**src/design/cpv_pkg.sv**
```systemverilog
`default_nettype none
package cpv_pkg;
  typedef enum logic [2:0] {
    SEC_HEADER = 3'd0, SEC_NAME = 3'd1, SEC_PAD = 3'd2, SEC_FADER = 3'd3,
    SEC_ENC = 3'd4, SEC_LED = 3'd5, SEC_COLOUR = 3'd6, SEC_BLOB = 3'd7
  } section_t;

  typedef enum logic [1:0] {
    CFG_AGNOSTIC = 2'd0, CFG_ENC_MODE = 2'd1, CFG_LED_TYPE = 2'd2, CFG_LED_SEM = 2'd3
  } cfg_idx_t;

  typedef struct packed {
    logic [7:0] agnostic;
    logic [7:0] enc_mode;
    logic [7:0] led_type;
    logic [7:0] led_sem;
  } cfg_t;

  localparam logic [15:0] NO_REF_OFFSET = 16'hFFFF;
  localparam logic [7:0]  VALUE_MAX     = 8'd127;
  localparam logic [7:0]  CHANNEL_MAX   = 8'd15;
  localparam logic [7:0]  HDR_CHANNEL_MAX = 8'd16;
  localparam logic [3:0]  HDR_LAST      = 4'd12;
  localparam logic [7:0]  VERSION_ONE   = 8'd1;
  localparam logic [7:0]  VERSION_TWO   = 8'd2;

  function automatic logic [7:0] magic_byte(input logic [1:0] p);
    case (p)
      2'd0: magic_byte = 8'h4D;
      2'd1: magic_byte = 8'h44;
      2'd2: magic_byte = 8'h46;
      default: magic_byte = 8'h31;
    endcase
  endfunction
endpackage
`default_nettype wire

```
**src/design/cpv_cfg_regs.sv**
```systemverilog
`default_nettype none
module cpv_cfg_regs (
  input  wire logic         clk,
  input  wire logic         rst_n,
  input  wire logic         cfg_valid,
  output logic              cfg_ready,
  input  wire logic [1:0]   cfg_index,
  input  wire logic [7:0]   cfg_data,
  output cpv_pkg::cfg_t     cfg
);
  import cpv_pkg::*;
  cfg_t cfg_r;
  assign cfg_ready = 1'b1;
  assign cfg = cfg_r;
  always_ff @(posedge clk) begin
    if (!rst_n) begin
      cfg_r <= '{agnostic: 8'd255, enc_mode: 8'd2, led_type: 8'd1, led_sem: 8'd2};
    end else if (cfg_valid) begin
      case (cfg_idx_t'(cfg_index))
        CFG_AGNOSTIC: cfg_r.agnostic <= cfg_data;
        CFG_ENC_MODE: cfg_r.enc_mode <= cfg_data;
        CFG_LED_TYPE: cfg_r.led_type <= cfg_data;
        CFG_LED_SEM:  cfg_r.led_sem  <= cfg_data;
        default: ;
      endcase
    end
  end
endmodule
`default_nettype wire

```
**src/design/cpv_parser.sv**
```systemverilog
`default_nettype none
module cpv_parser #(
  parameter int MAX_PADS = 16, MAX_FADERS = 16, MAX_ENCODERS = 16,
  parameter int MAX_LED_RANGES = 16, MAX_COLORS = 32, MAX_NAME_BLOB = 1024
) (
  input  wire logic        clk,
  input  wire logic        rst_n,
  input  wire logic        take,
  input  wire logic [7:0]  b,
  input  wire logic        fin,
  input  cpv_pkg::cfg_t    cfg,
  output logic             ok,
  output logic [10:0]      blob_len
);
  import cpv_pkg::*;

  logic [15:0] pos_r, pos_nxt;
  logic        v2_r, v2_nxt;
  logic [7:0]  cnt_r [6], cnt_nxt [6];
  section_t    sec_r, sec_nxt;
  logic [3:0]  idx_r, idx_nxt;
  logic [7:0]  rec_r, rec_nxt;
  logic [7:0]  hold_r [8], hold_nxt [8];
  logic [16:0] maxref_r, maxref_nxt;
  logic [16:0] lastz_r, lastz_nxt;
  logic        fail_r, fail_nxt;

  logic [7:0]  r [9];
  logic [3:0]  size;
  logic [7:0]  cur_cnt;
  logic        rec_ok;
  logic [16:0] off;
  logic        ref_en;
  logic [2:0]  next_sec;
  logic [16:0] win_end;

  function automatic logic rng_ok(input logic [7:0] lo, input logic [7:0] hi);
    rng_ok = lo <= VALUE_MAX && hi <= VALUE_MAX && lo <= hi;
  endfunction

  function automatic logic ch_ok(input logic [7:0] lo, input logic [7:0] hi,
                                 input logic [7:0] a);
    if (lo == a && hi == a) ch_ok = 1'b1;
    else if (lo == a || hi == a) ch_ok = 1'b0;
    else ch_ok = lo <= hi && hi <= CHANNEL_MAX;
  endfunction

  always_comb begin
    case (sec_r)
      SEC_PAD:   size = v2_r ? 4'd4 : 4'd2;
      SEC_FADER: size = v2_r ? 4'd6 : 4'd4;
      SEC_LED:   size = v2_r ? 4'd9 : 4'd7;
      default:   size = 4'd3;
    endcase
    cur_cnt = cnt_r[3'(sec_r) - 3'd1];
    for (int i = 0; i < 8; i++) r[i] = hold_r[i];
    r[8] = b;
    r[size - 4'd1] = b;
    off = 17'd0;
    ref_en = 1'b0;
    win_end = 17'({r[5], r[4]}) + 17'(r[6]);
    case (sec_r)
      SEC_PAD: rec_ok = rng_ok(r[0], r[1]) && (!v2_r || ch_ok(r[2], r[3], cfg.agnostic));
      SEC_FADER: begin
        off = 17'({r[3], r[2]});
        ref_en = {r[3], r[2]} != NO_REF_OFFSET;
        rec_ok = rng_ok(r[0], r[1]) && (!v2_r || ch_ok(r[4], r[5], cfg.agnostic));
      end
      SEC_ENC: rec_ok = rng_ok(r[0], r[1]) && r[2] <= cfg.enc_mode;
      SEC_LED: rec_ok = r[0] <= cfg.led_type && rng_ok(r[1], r[2]) &&
                        r[3] <= cfg.led_sem && win_end <= 17'(cnt_r[5]) &&
                        (!v2_r || ch_ok(r[7], r[8], cfg.agnostic));
      default: begin
        off = 17'({r[1], r[0]});
        ref_en = 1'b1;
        rec_ok = r[2] <= VALUE_MAX && {r[1], r[0]} != NO_REF_OFFSET;
      end
    endcase
  end

  // first non-empty section after the current one (or after the header)
  always_comb begin
    next_sec = 3'(SEC_BLOB);
    for (int t = 6; t >= 1; t--) begin
      if (t > int'(sec_r) && cnt_r[t-1] != 8'd0) next_sec = 3'(t);
    end
  end

  always_comb begin
    logic adv;
    logic [7:0] hdr_c [6];
    adv = 1'b0;
    pos_nxt = pos_r; v2_nxt = v2_r; cnt_nxt = cnt_r; sec_nxt = sec_r;
    idx_nxt = idx_r; rec_nxt = rec_r; hold_nxt = hold_r;
    maxref_nxt = maxref_r; lastz_nxt = lastz_r; fail_nxt = fail_r;
    hdr_c = cnt_r;
    if (!fail_r) begin
      case (sec_r)
        SEC_HEADER: begin
          if (pos_r < 16'd4) begin
            if (b != magic_byte(pos_r[1:0])) fail_nxt = 1'b1;
          end else if (pos_r == 16'd4) begin
            if (b != VERSION_ONE && b != VERSION_TWO) fail_nxt = 1'b1;
            v2_nxt = b == VERSION_TWO;
          end else if (pos_r == 16'd5) begin
            if (b != 8'd0) fail_nxt = 1'b1;
          end else if (pos_r == 16'd6) begin
            if (b > HDR_CHANNEL_MAX) fail_nxt = 1'b1;
          end else begin
            hdr_c[3'(pos_r - 16'd7)] = cnt_r[3'(pos_r - 16'd7)] | b;
            cnt_nxt = hdr_c;
          end
          if (pos_r < 16'(HDR_LAST)) pos_nxt = pos_r + 16'd1;
          else if (32'(hdr_c[1]) > 32'(MAX_PADS) || 32'(hdr_c[2]) > 32'(MAX_FADERS) ||
                   32'(hdr_c[3]) > 32'(MAX_ENCODERS) ||
                   32'(hdr_c[4]) > 32'(MAX_LED_RANGES) ||
                   32'(hdr_c[5]) > 32'(MAX_COLORS)) fail_nxt = 1'b1;
          else adv = 1'b1;
        end
        SEC_BLOB: begin
          if (32'(pos_r) >= 32'(MAX_NAME_BLOB)) fail_nxt = 1'b1;
          else begin
            if (b == 8'd0) lastz_nxt = 17'(pos_r);
            pos_nxt = pos_r + 16'd1;
          end
        end
        SEC_NAME: begin
          rec_nxt = rec_r + 8'd1;
          if (rec_nxt >= cur_cnt) adv = 1'b1;
        end
        default: begin
          if (idx_r + 4'd1 < size) begin
            hold_nxt[idx_r[2:0]] = b;
            idx_nxt = idx_r + 4'd1;
          end else if (!rec_ok) fail_nxt = 1'b1;
          else begin
            if (ref_en && off + 17'd1 > maxref_r) maxref_nxt = off + 17'd1;
            idx_nxt = 4'd0;
            for (int i = 0; i < 8; i++) hold_nxt[i] = 8'd0;
            rec_nxt = rec_r + 8'd1;
            if (rec_nxt >= cur_cnt) adv = 1'b1;
          end
        end
      endcase
      if (adv) begin
        rec_nxt = 8'd0; idx_nxt = 4'd0;
        for (int i = 0; i < 8; i++) hold_nxt[i] = 8'd0;
        if (sec_r == SEC_HEADER) begin
          sec_nxt = SEC_BLOB;
          for (int t = 6; t >= 1; t--) if (hdr_c[t-1] != 8'd0) sec_nxt = section_t'(3'(t));
        end else sec_nxt = section_t'(next_sec);
        if (sec_nxt == SEC_BLOB) pos_nxt = 16'd0;
      end
    end
  end

  logic fin_ok;
  always_comb begin
    fin_ok = !fail_nxt && sec_nxt == SEC_BLOB;
    if (fin_ok && maxref_nxt != 17'd0)
      if (lastz_nxt[16] || lastz_nxt < maxref_nxt - 17'd1) fin_ok = 1'b0;
  end

  always_ff @(posedge clk) begin
    if (!rst_n || (take && fin)) begin
      pos_r <= '0; v2_r <= 1'b0; sec_r <= SEC_HEADER; idx_r <= '0; rec_r <= '0;
      maxref_r <= '0; lastz_r <= 17'h10000; fail_r <= 1'b0;
      for (int i = 0; i < 6; i++) cnt_r[i] <= '0;
      for (int i = 0; i < 8; i++) hold_r[i] <= '0;
    end else if (take) begin
      pos_r <= pos_nxt; v2_r <= v2_nxt; cnt_r <= cnt_nxt; sec_r <= sec_nxt;
      idx_r <= idx_nxt; rec_r <= rec_nxt; hold_r <= hold_nxt;
      maxref_r <= maxref_nxt; lastz_r <= lastz_nxt; fail_r <= fail_nxt;
    end
  end

  assign ok = fin_ok;
  assign blob_len = fin_ok ? pos_nxt[10:0] : 11'd0;
endmodule
`default_nettype wire

```
**src/design/controller_profile_validator.sv**
```systemverilog
// Controller profile validator.
// in_ channel: one image byte per transaction (image_byte, final_byte).
// out_ channel: one verdict (profile_ok, blob_length) per image, emitted for
// the transaction that carries final_byte.
// cfg_ channel: register writes (index 0..3), always ready; write only when
// the block is idle.
// Throughput: one byte per cycle while in_ready is high. The byte is checked by
// the parser in the cycle it is accepted; the verdict sits in the output
// register from the next cycle on.
// When the receiver stalls with a verdict held, further bytes are still taken
// until another final byte arrives; in_ready drops only then.
// Reset (synchronous, rst_n low) returns the parser to the header, clears the
// output valid flag and restores register defaults. After each final byte the
// parser returns to its reset state by itself.
`default_nettype none
module controller_profile_validator #(
  parameter int MAX_PADS = 16,
  parameter int MAX_FADERS = 16,
  parameter int MAX_ENCODERS = 16,
  parameter int MAX_LED_RANGES = 16,
  parameter int MAX_COLORS = 32,
  parameter int MAX_NAME_BLOB = 1024
) (
  input  wire logic  clk,
  input  wire logic  rst_n,
  input  wire logic        in_valid,
  output logic             in_ready,
  input  wire logic [7:0]  in_image_byte,
  input  wire logic        in_final_byte,
  output logic             out_valid,
  input  wire logic        out_ready,
  output logic             out_profile_ok,
  output logic [10:0]      out_blob_length,
  input  wire logic        cfg_valid,
  output logic             cfg_ready,
  input  wire logic [1:0]  cfg_index,
  input  wire logic [7:0]  cfg_data
);
  import cpv_pkg::*;

  cfg_t        cfg;
  logic        take, ok;
  logic [10:0] blen;
  logic        ov_r;
  logic        ok_r;
  logic [10:0] len_r;

  cpv_cfg_regs u_cfg (
    .clk, .rst_n, .cfg_valid, .cfg_ready, .cfg_index, .cfg_data, .cfg
  );

  cpv_parser #(
    .MAX_PADS(MAX_PADS), .MAX_FADERS(MAX_FADERS), .MAX_ENCODERS(MAX_ENCODERS),
    .MAX_LED_RANGES(MAX_LED_RANGES), .MAX_COLORS(MAX_COLORS),
    .MAX_NAME_BLOB(MAX_NAME_BLOB)
  ) u_parser (
    .clk, .rst_n, .take, .b(in_image_byte), .fin(in_final_byte), .cfg,
    .ok, .blob_len(blen)
  );

  // hold back only a final byte while the previous verdict waits
  assign in_ready = !ov_r || out_ready || !in_final_byte;
  assign take = in_valid && in_ready;

  always_ff @(posedge clk) begin
    if (!rst_n) begin
      ov_r <= 1'b0;
    end else if (take && in_final_byte) begin
      ov_r <= 1'b1;
    end else if (out_ready) begin
      ov_r <= 1'b0;
    end
  end

  always_ff @(posedge clk) begin
    if (take && in_final_byte) begin
      ok_r  <= ok;
      len_r <= blen;
    end
  end

  assign out_valid = ov_r;
  assign out_profile_ok = ok_r;
  assign out_blob_length = len_r;
endmodule
`default_nettype wire

```
**config.mk**
```make
export PLATFORM = sky130hd
export DESIGN_NAME = controller_profile_validator
export DESIGN_NICKNAME = d
export VERILOG_FILES = /design/src/design/cpv_pkg.sv /design/src/design/cpv_cfg_regs.sv /design/src/design/cpv_parser.sv /design/src/design/controller_profile_validator.sv
export SDC_FILE = /design/constraint.sdc
export NUM_CORES = 1
export LEC_CHECK = 0
export BUFFER_PORTS_ARGS = -buffer_cell sky130_fd_sc_hd__buf_2
export CAP_MARGIN = 20
export CORE_ASPECT_RATIO = 0.8
export CORE_MARGIN = 2
export CORE_UTILIZATION = 39
export CTS_CLUSTER_DIAMETER = 200
export DETAILED_ROUTE_END_ITERATION = 7
export HOLD_SLACK_MARGIN = 0.05
export PLACE_DENSITY_LB_ADDON = 0.25
export SETUP_SLACK_MARGIN = 0.4
export SYNTH_ARGS = -nofsm -noshare
export SYNTH_HDL_FRONTEND = slang
export SYNTH_SLANG_ARGS = --single-unit
```
**constraint.sdc**
```tcl
create_clock -name clk -period 10.9 [get_ports clk]
set_input_delay 0.545 -clock clk [delete_from_list [all_inputs] [get_ports clk]]
set_output_delay 0.545 -clock clk [all_outputs]
set_load 0.03 [all_outputs]
```
# Word level (Yosys, flattened, before mapping)
# Cells that the tools add are included.
word_totals:
  regBits: 224
  latchBits: 0
  ramBits: 0
  romBits: 0
  inputBits: 24
  out_inout_bits: 15
  wordCells: 316
  n_memories: 0
classes:
  add_sub_neg: 9
  mul: 0
  div: 0
  magnitude_cmp: 41
  n_eq_ne: 31
  shifts: 0
  mux: 113
  n_bitwise: 7
  n_reduce_logical: 85
op_table:
  columns: ["cell", "n"]
  rows:
  - ["two-way mux 48 bit", 8]
  - ["two-way mux 64 bit", 4]
  - ["two-way mux 17 bit", 9]
  - ["two-way mux 8 bit", 13]
  - ["nonzero test 8 bit", 13]
  - ["bitwise mux 72 bit", 1]
  - ["bitwise mux 64 bit", 1]
  - ["less-or-equal comparator 8 bit", 8]
  - ["two-way mux 16 bit", 4]
  - ["one-hot mux 16 bit (2 select lines)", 2]
  - ["binary-select mux 8 bit (select 3 bit)", 2]
  - ["bitwise mux 48 bit", 1]
  - ["demux 8 bit (select 3 bit)", 2]
  - ["== test 16 x 3 -> 1 bit, second input constant", 3]
  - ["== test 8 bit", 6]
  - ["greater-than comparator 8 x 5 -> 1 bit, second input constant", 5]
  - ["two-way mux 3 bit", 12]
  - ["two-way mux 1 bit", 35]
  - ["logical AND 1 bit", 33]
  - ["demux 8 bit (select 4 bit)", 1]
  - ["inequality test 16 bit, second input constant", 2]
  - ["less-or-equal comparator 8 x 4 -> 1 bit, second input constant", 3]
  - ["less-or-equal comparator 8 x 7 -> 1 bit, second input constant", 3]
  - ["one-hot mux 7 bit (3 select lines)", 1]
  - ["62 further kinds", 114]

# Logic depth before layout (Yosys ltp)
# Gate-level depths: netlist of run 1.
logic_depth:
  depth_word: 31
  depth_mapped: 49
  depth_no_buf: 42

# By module
# Synthesis of run 1 repeated with hierarchy kept, for this count alone.
unflattened:
  cells_unflattened: 2130
  hier_area_um2: 17151.4
modules_own_cells:
  columns: ["mod", "instances", "cells_each", "area_each_um2", "seq_area_each_um2"]
  rows:
  - ["cpv_parser", 1, 1981, 15411.0, 3583.4]
  - ["cpv_cfg_regs", 1, 129, 1306.3, 640.6]
  - ["controller_profile_validator", 1, 20, 434.2, 380.4]

# Worst setup path before layout of run 1
# Ideal clock, no wire load.
synth_path:
  path_kind: "register -> register"
  startpoint: "register u_parser.sec_r[0]"
  endpoint: "register len_r[1] (netlist: out_blob_length[1]) (data pin)"
  setup_time_ps: 285
  arrival_ps: 9860
  required_ps: 10615
  slack_ps: 756
  path_stages_with_launch: 49
  path_buffers: 8
  period_less_slack_ps: 10144
  path_cell_list: "dfxtp_1 > clkbuf_1 > buf_1 > clkbuf_1 > inv_1 > ha_1 > buf_2 > a21o_1 > clkbuf_1 > o22ai_1 > a22oi_1 > inv_1 > ha_1 > nand2_1 > o21ai_0 > o2111ai_1 > nand2b_1 > or2_2 > (+13 left out) > mux2i_1 > ha_1 > inv_1 > nor4_1 > mux2i_1 > nor3_1 > xor2_1 > mux2i_1 > ha_1 > a21o_1 > a21o_1 > a21oi_1 > o2111a_1 > o211ai_1 > o21ai_0 > a221o_1 > buf_6 > nor3_1"
synth_via:
  elab_chain_cells: 27
  elab_cells_between_ends: 156
  classes_between: "add/sub (5); order compare (27); eq/ne (16); mux (60); bitwise (2); reduce/logical (46)"
synth_lines:
  columns: ["item", "line", "text"]
  rows:
  - ["start: declaration", "cpv_parser.sv:20", "section_t sec_r, sec_nxt;"]
  - ["start signal: assignment", "cpv_parser.sv:171", "pos_r <= pos_nxt; v2_r <= v2_nxt; cnt_r <= cnt_nxt; sec_r <= sec_nxt;"]
  - ["branches (longest 27 deep; another with adder 16 x 1 -> 17 bit)", null, null]
  - ["end signal: assignment", "controller_profile_validator.sv:78", "len_r <= blen;"]
  - ["end: declaration", "controller_profile_validator.sv:46", "logic [10:0] len_r;"]
# Several ways; the timed one is not identified. The select of a mux whose other input is x is not followed.
# A chain may end at the register's enable or synchronous reset.

# Final worst setup path of run 1
# Ends and elaborated chain as after synthesis.

==> results.py, run 1 <==
metrics = {
    "floorplanning": {
        "rows": 68,
        "ioPinCount": 39,
        "core_region_area_um2": 42970,
        "start_util": 0.3937,
        "die_y_um": 190.3,
        "die-area_um2": 45070,
        "dieWidth_um": 236.9,
    },
    "worst_setup_path": {
        "r2r_setup_slack_ns": 1.18,
        "critPathRequiredTime_ns": 11.29,
        "worst_setup_path_start_kind": "flop",
        "r2r-start": "u_parser.sec_r[0]",
        "worst_path_largest_cell_delay_ns": 0.66,
        "ff2ff_path_depth": 41,
        "crit_arrival_ns": 10.11,
        "reg2reg_to": "out_blob_length[1]",
        "crit_type": "reg -> reg",
        "endpoint_kind": "flop",
        "cp_max_fo": 34,
        "worstPathBufferInverterCount": 4,
        "crit_family": "compound AO/OA/AOI/OAI gates",
        "critPathSlowestCell": "o31ai_1",
    },
    "power_and_ir_drop": {
        "p_per_area_nw_per_um2": 105.5,
        "p_switching_mw": 0.5165,
        "p_leak_nw": 7.243,
        "vdd_drop_max_v": 0.0001071,
        "p_clk_frac": 0.485,
        "swShare": 0.2659,
        "combPwrFrac": 0.081,
        "cell_internal_pwr_mw": 1.426,
        "power_mw": 1.943,
        "pwr-share-seq": 0.434,
    },
    "detailed_routing": {
        "routed_wl_mm": 56.42,
        "wl_per_cell_um": 21.51,
        "ant_nets": 0,
        "drtIter0Drc": 1624,
        "first_pass_iters": 6,
        "vias": 15950,
        "route.detailed.drc": 0,
        "vias_per_cell": 6.082,
    },
    "cells_and_area": {
        "drive_gt1_frac": 0.09069,
        "fin_nets": 2204,
        "n_fill_cell": 4278,
        "postLayoutCoreUtil": 0.4287,
        "syn2layout_area_growth_pct": 8.898,
        "multi_input_area_um2": 11360,
        "instances_no_fill": 2623,
        "register_area_um2": 4606,
    },
    "logic_synthesis": {
        "yosysMostFrequentCell": "dfxtp_1",
        "async_flop_share": 0,
        "syn_inst": 2083,
        "synth_area_um2": 16920,
        "synth.distinct_cells": 88,
        "synth-compound-area-share": 0.2053,
        "synth_edf_count": 12,
        "synth_seq_area_share": 0.2722,
        "synth-seq-cells": 224,
        "ys_top_cells_by_area": "dfxtp_1 25%, ha_1 10%, mux2i_1 5.9%, nor2_1 4.5%, nand2_1 3.9%",
        "synthAdderAreaFrac": 0.1038,
        "synthXorXnorAreaFrac": 0.04719,
        "synth-main-ff-cell": "dfxtp_1",
        "synth_top_family_by_area": "simple AND/OR/NAND/NOR gates",
        "yosys.area_share.simple": 0.2179,
        "syn_avg_cell_area_um2": 8.121,
        "synthTopCellsByCount": "212 x dfxtp_1, 201 x nor2_1, 175 x nand2_1, 138 x ha_1, 117 x clkbuf_1",
        "synth_largest_area_cell": "dfxtp_1",
        "synth_top_area_frac": 0.2509,
        "synth_warnings": 0,
        "synthMuxAreaShare": 0.09541,
        "synthesis.nets": 2246,
    },
    "timing": {
        "setup_ws_ns": 1.177,
        "rsz0062_at_grt": "no",
        "fin_crit_ns": 9.723,
        "slew_headroom": 0.1830,
        "finClkSkew_ns": 0.03625,
        "setup-tns-final_ns": 0,
        "post-route-period-util": 0.8921,
        "fmax_ghz": 0.1028,
        "hold_violations": 0,
        "drv_slew": 0,
        "setup_violations": 0,
        "tightest_slew_ns": 1.221,
    },
    "clock_network": {
        "cts_buffers": 27,
        "cts_tree": "yes",
        "clk_pin_slew_worst_paths_ns": 0.06,
        "clk_latency_ns": 0.58,
        "cts.sinks": 224,
        "cts-root-buf": "clkbuf_16",
        "hold_buffers": 0,
        "cts.htree.levels": 1,
        "clock_path_buffers": 3,
    },
    "place": {
        "placedCellCount": 2567,
        "dp_hpwl_mm": 41.23,
        "post-place-ws_ns": 1.075,
        "gp_congestion": 0.9827,
        "portBuffers": 37,
    },
    "outcome": {
        "run_status": "complete, no violations",
    },
    "worst_hold_path": {
        "min_to": "u_cfg.cfg[27]",
        "min_path_cells": 3,
        "holdCritPathClass": "in -> reg",
        "hp-start": "cfg_data[3]",
    },
    "grt": {
        "grt_pass1_wl_mm": 85.97,
        "grt_max_degree": 67,
        "grtUsageTotal": 0.2423,
        "antenna_found_initial": 0,
        "grt_pass1_vias": 14660,
        "grt.overflow.total": 0,
    },
    "run": {
        "maxCapViolations": 0,
    },
}
==> cells in the final DEF (no fill, tap or decap), types with 12 or more instances in the layout <==
cell type,Yosys,final
a211oi_1,52,51
a21boi_0,21,21
a21o_1,28,28
a21oi_1,105,105
a22o_1,69,69
a22oi_1,19,19
a31oi_1,23,23
and2_1,17,17
and3_1,16,16
buf_2,9,38
buf_4,2,24
clkbuf_16,0,27
dfxtp_1,212,211
edfxtp_1,12,12
ha_1,138,138
inv_1,105,105
mux2_2,31,31
mux2i_1,99,98
nand2_1,175,174
nand2b_1,20,20
nand3_1,48,48
nand4_1,56,56
nor2_1,201,201
nor2b_1,34,33
nor3_1,65,65
nor4_1,27,26
o211ai_1,17,17
o21ai_0,71,71
or3_1,24,24
xnor2_1,42,42
xor2_1,46,46
==> kinds of logic (layout without fill, tap and decap cells) <==
kind of cell | Yosys count | in the layout
compound gates | 502 | 502
other cells | 1 | 2
xor+xnor | 89 | 89
mux | 142 | 142
buf+inv | 245 | 224
flops | 224 | 224
simple gates | 740 | 740
fa+ha+maj | 140 | 140
==> cell type report <==
type                       instances  share of cell area
timing repair buffer              68             0.02398
clock inverter                    13            0.008694
sequential                       224              0.2500
antenna                            1           0.0001358
inverter                         106             0.02187
clock buffer                      37             0.04035
tap                              560             0.03804
multi-input combinational       1614              0.6169
==> how the worst max path moves through the flow <==
stage	startpoint	to	slack (ns)	cells past startpoint
after floorplan	u_parser.sec_r[0]	out_blob_length[1]	0.76	48
after global placement	u_parser.sec_r[1]	out_blob_length[10]	1.42	43
after detailed placement	u_parser.sec_r[1]	out_blob_length[2]	1.08	43
after CTS	u_parser.sec_r[1]	out_blob_length[2]	1.01	43
after global routing	u_parser.sec_r[1]	out_blob_length[2]	0.44	44
final	u_parser.sec_r[0]	out_blob_length[1]	1.18	41
==> what timing repair did <==
action	in CTS	in global routing
gates resized for setup	0	4
buffers inserted	0	0
endpoints found under the setup margin	0	12
==> worst min-delay path: stages <==
cell     delay, ns
buf_2         0.13
nand2_1       0.06
nand3_1       0.07
==> stage by stage <==
step           instance area, µm²  hold WS [ns]
2_1_floorplan               16920        0.4154
3_3_place_gp                17400        0.4280
3_5_place_dp                17460        0.4416
4_1_cts                     18360        0.2422
5_1_grt                     18420        0.2588
6_report                    18420        0.2633
==> registers in the layout (all words and copies together), names as in the netlist, 3 cells and up <==
register	cells
u_parser.maxref_r	17
u_parser.hold_r	64
u_cfg.cfg	32
out_blob_length	11
u_parser.rec_r	8
u_parser.idx_r	4
u_parser.lastz_r	17
u_parser.cnt_r	48
u_parser.sec_r	3
u_parser.pos_r	16
==> power by group through the flow <==
stage | Sequential (mW) | Clock, mW | Combinational (mW)
floorplan | 0.858 | 0 | 0.0972
global placement | 0.862 | 0 | 0.148
detailed placement | 0.862 | 0 | 0.151
CTS | 0.843 | 0.963 | 0.152
global route | 0.844 | 0.995 | 0.168
finish | 0.844 | 0.942 | 0.157
==> per-layer routing <==
| metal | GRT usage | wire length, µm | part of all wire | vias up |
|---|---|---|---|---|
| met5 | 0 | 0 | 0 | - |
| met4 | 0.06329 | 1587 | 0.028 | 0 |
| met3 | 0.05935 | 5238 | 0.093 | 103 |
| met2 | 0.3647 | 23520 | 0.42 | 646 |
| met1 | 0.3446 | 26070 | 0.46 | 7669 |
| li1 | - | - | - | 7534 |
Power figures use the tool's default switching activity.
==> run 2, diff against run 1 <==
CORE_UTILIZATION = 58   (was 39)
MAX_ROUTING_LAYER = met4   (was unset)
==> run 2 against run 1 <==
Compared with the run above:
- critical path depth decreased by 1
- clock power decreased by 11%
- critical endpoint is now out_blob_length[0]
- final cell count decreased by 7.8%
==> results.py, run 2 (same netlist as run 1, synthesis figures left out) <==
metrics = {
    "place": {
        "placedCellCount": 2372,
        "portBuffers": 37,
        "gp_congestion": 1.022,
        "placed_cell_area_um2": 17170,
        "dp_hpwl_mm": 39.61,
    },
    "detailed_routing": {
        "routed_wl_mm": 54.09,
        "vias": 16100,
        "vias_per_cell": 6.657,
        "ant_nets": 0,
        "first_pass_iters": 7,
        "route.detailed.drc": 0,
        "wl_per_cell_um": 22.36,
        "drtIter0Drc": 2007,
    },
    "floorplanning": {
        "ioPinCount": 39,
        "core_region_area_um2": 28490,
        "dieWidth_um": 194.9,
        "start_util": 0.5938,
        "die-area_um2": 30560,
        "die_y_um": 156.8,
        "rows": 55,
    },
    "cells_and_area": {
        "largest-register": "u_parser.hold_r",
        "postLayoutCoreUtil": 0.6313,
        "most-common-layout-cells": "211 x dfxtp_1, 201 x nor2_1, 174 x nand2_1",
        "postLayoutCellArea_um2": 17980,
        "syn2layout_area_growth_pct": 6.316,
        "final_common_cell": "dfxtp_1",
        "drive_gt1_frac": 0.08545,
        "largest_reg_flops": 64,
        "fin_nets": 2193,
        "instances_no_fill": 2419,
        "n_fill_cell": 2493,
    },
    "grt": {
        "grtUsageTotal": 0.3578,
        "use_met1": 0.5001,
        "grt_pass1_wl_mm": 84.08,
        "grt_pass1_vias": 14740,
        "busiest_layer": "met2",
        "grt_util_met2": 0.5310,
        "use_met3": 0.07349,
        "grt_max_degree": 76,
        "antenna_found_initial": 1,
        "grt.overflow.total": 0,
    },
    "clock_network": {
        "clk_latency_ns": 0.55,
        "cts.htree.levels": 1,
        "cts.sinks": 224,
        "clk_pin_slew_worst_paths_ns": 0.07,
        "clock_path_buffers": 3,
        "cts_buffers": 24,
        "cts_tree": "yes",
        "cts-root-buf": "clkbuf_16",
        "post_cts_buffers": 0,
    },
    "power_and_ir_drop": {
        "p_leak_nw": 7.142,
        "vdd_drop_max_v": 0.0001172,
        "p_per_area_nw_per_um2": 101.9,
        "power_mw": 1.833,
    },
    "worst_setup_path": {
        "crit_type": "reg -> reg",
        "worst_path_largest_cell_delay_ns": 0.53,
        "critical_path.most_common_cell": "ha_1",
        "crit_arrival_ns": 9.92,
        "critPathRequiredTime_ns": 11.15,
        "endpoint_kind": "flop",
        "worst_setup_path_start_kind": "flop",
        "cp_max_fo": 34,
        "critPathSlowestCell": "nor4_1",
    },
    "timing": {
        "hold_violations": 0,
        "finClkSkew_ns": 0.01955,
        "rsz0062_at_grt": "no",
        "fmax_ghz": 0.1035,
        "slew_headroom": 0.1322,
        "post-route-period-util": 0.8867,
        "fin_crit_ns": 9.665,
        "setup-tns-final_ns": 0,
        "drv_slew": 0,
        "tightest_slew_ns": 1.297,
        "setup_violations": 0,
    },
    "outcome": {
        "run_status": "complete, no violations",
    },
    "worst_hold_path": {
        "holdCritPathClass": "in -> reg",
    },
    "run": {
        "maxCapViolations": 0,
    },
}
-- run 2: cell types whose count changed in the layout (fill, tap and decap cells not counted), moves of 2 or more --
cell,before,now
clkbuf_1,7,2
buf_4,24,21
buf_6,5,2
bufinv_16,3,1
clkbuf_16,27,25
clkinv_2,4,6
clkinv_4,1,3
inv_6,4,2
-- run 2: layout make-up --
| class | count | area, µm² | area share |
|---|---|---|---|
| diodes | 1 | 2.502 | 0.0001391 |
| clock buffers | 30 | 674.4 | 0.03750 |
| clock inverters | 14 | 117.6 | 0.006540 |
| inverters | 106 | 402.9 | 0.02240 |
| multi-input cells | 1614 | 11350 | 0.6313 |
| flip-flops and latches | 224 | 4606 | 0.2561 |
| well taps | 370 | 462.9 | 0.02574 |
| repair buffers | 60 | 365.4 | 0.02031 |
-- run 2: power breakdown --
| part | internal, mW | switching, mW | total [mW] |
|---|---|---|---|
| sequential | 0.832 | 0.0103 | 0.843 |
| combinational | 0.0410 | 0.114 | 0.155 |
| clock | 0.466 | 0.369 | 0.835 |
-- run 2: worst max-delay path, delay by kind of cell, from the launching register on --
kind / cells / cell delay, ns
compound gates: 15 / 2.96
xor+xnor: 2 / 0.28
fa+ha+maj: 5 / 1.40
buf+inv: 5 / 1.17
flops: 1 / 0.33
mux: 4 / 1.12
simple gates: 9 / 2.07
-- run 2: final timing paths --
path | startpoint | endpoint | slack (ns) | cells after the start
worst max-delay path | u_parser.sec_r[0] | out_blob_length[0] | 1.23 | 40
worst min-delay path | out_ready | out_valid | 0.32 | 3
worst min register to register | u_parser.lastz_r[16] | u_parser.lastz_r[16] | 0.45 | 2
worst max register to register | u_parser.sec_r[0] | out_blob_length[0] | 1.23 | 40
-- run 2: metal layers --
layer,vias to the layer above,part of all wire
met3,129,0.11
met1,7613,0.44
met5,-,0
met4,0,0.024
met2,866,0.42
li1,7496,-
-- run 2: through the flow --
stage / hold WS (ns) / setup slack (ns)
6_report: 0.3199 / 1.235
3_5_place_dp: 0.4317 / 1.226
3_3_place_gp: 0.4278 / 1.580
4_1_cts: 0.3053 / 1.192
2_1_floorplan: 0.4154 / 0.7558
5_1_grt: 0.3332 / 0.6336
-- run 2: repair_timing --
item                       in CTS  in global routing
hold buffers                    0                  0
gates resized for setup         0                  1
setup endpoints to repair       0                  8
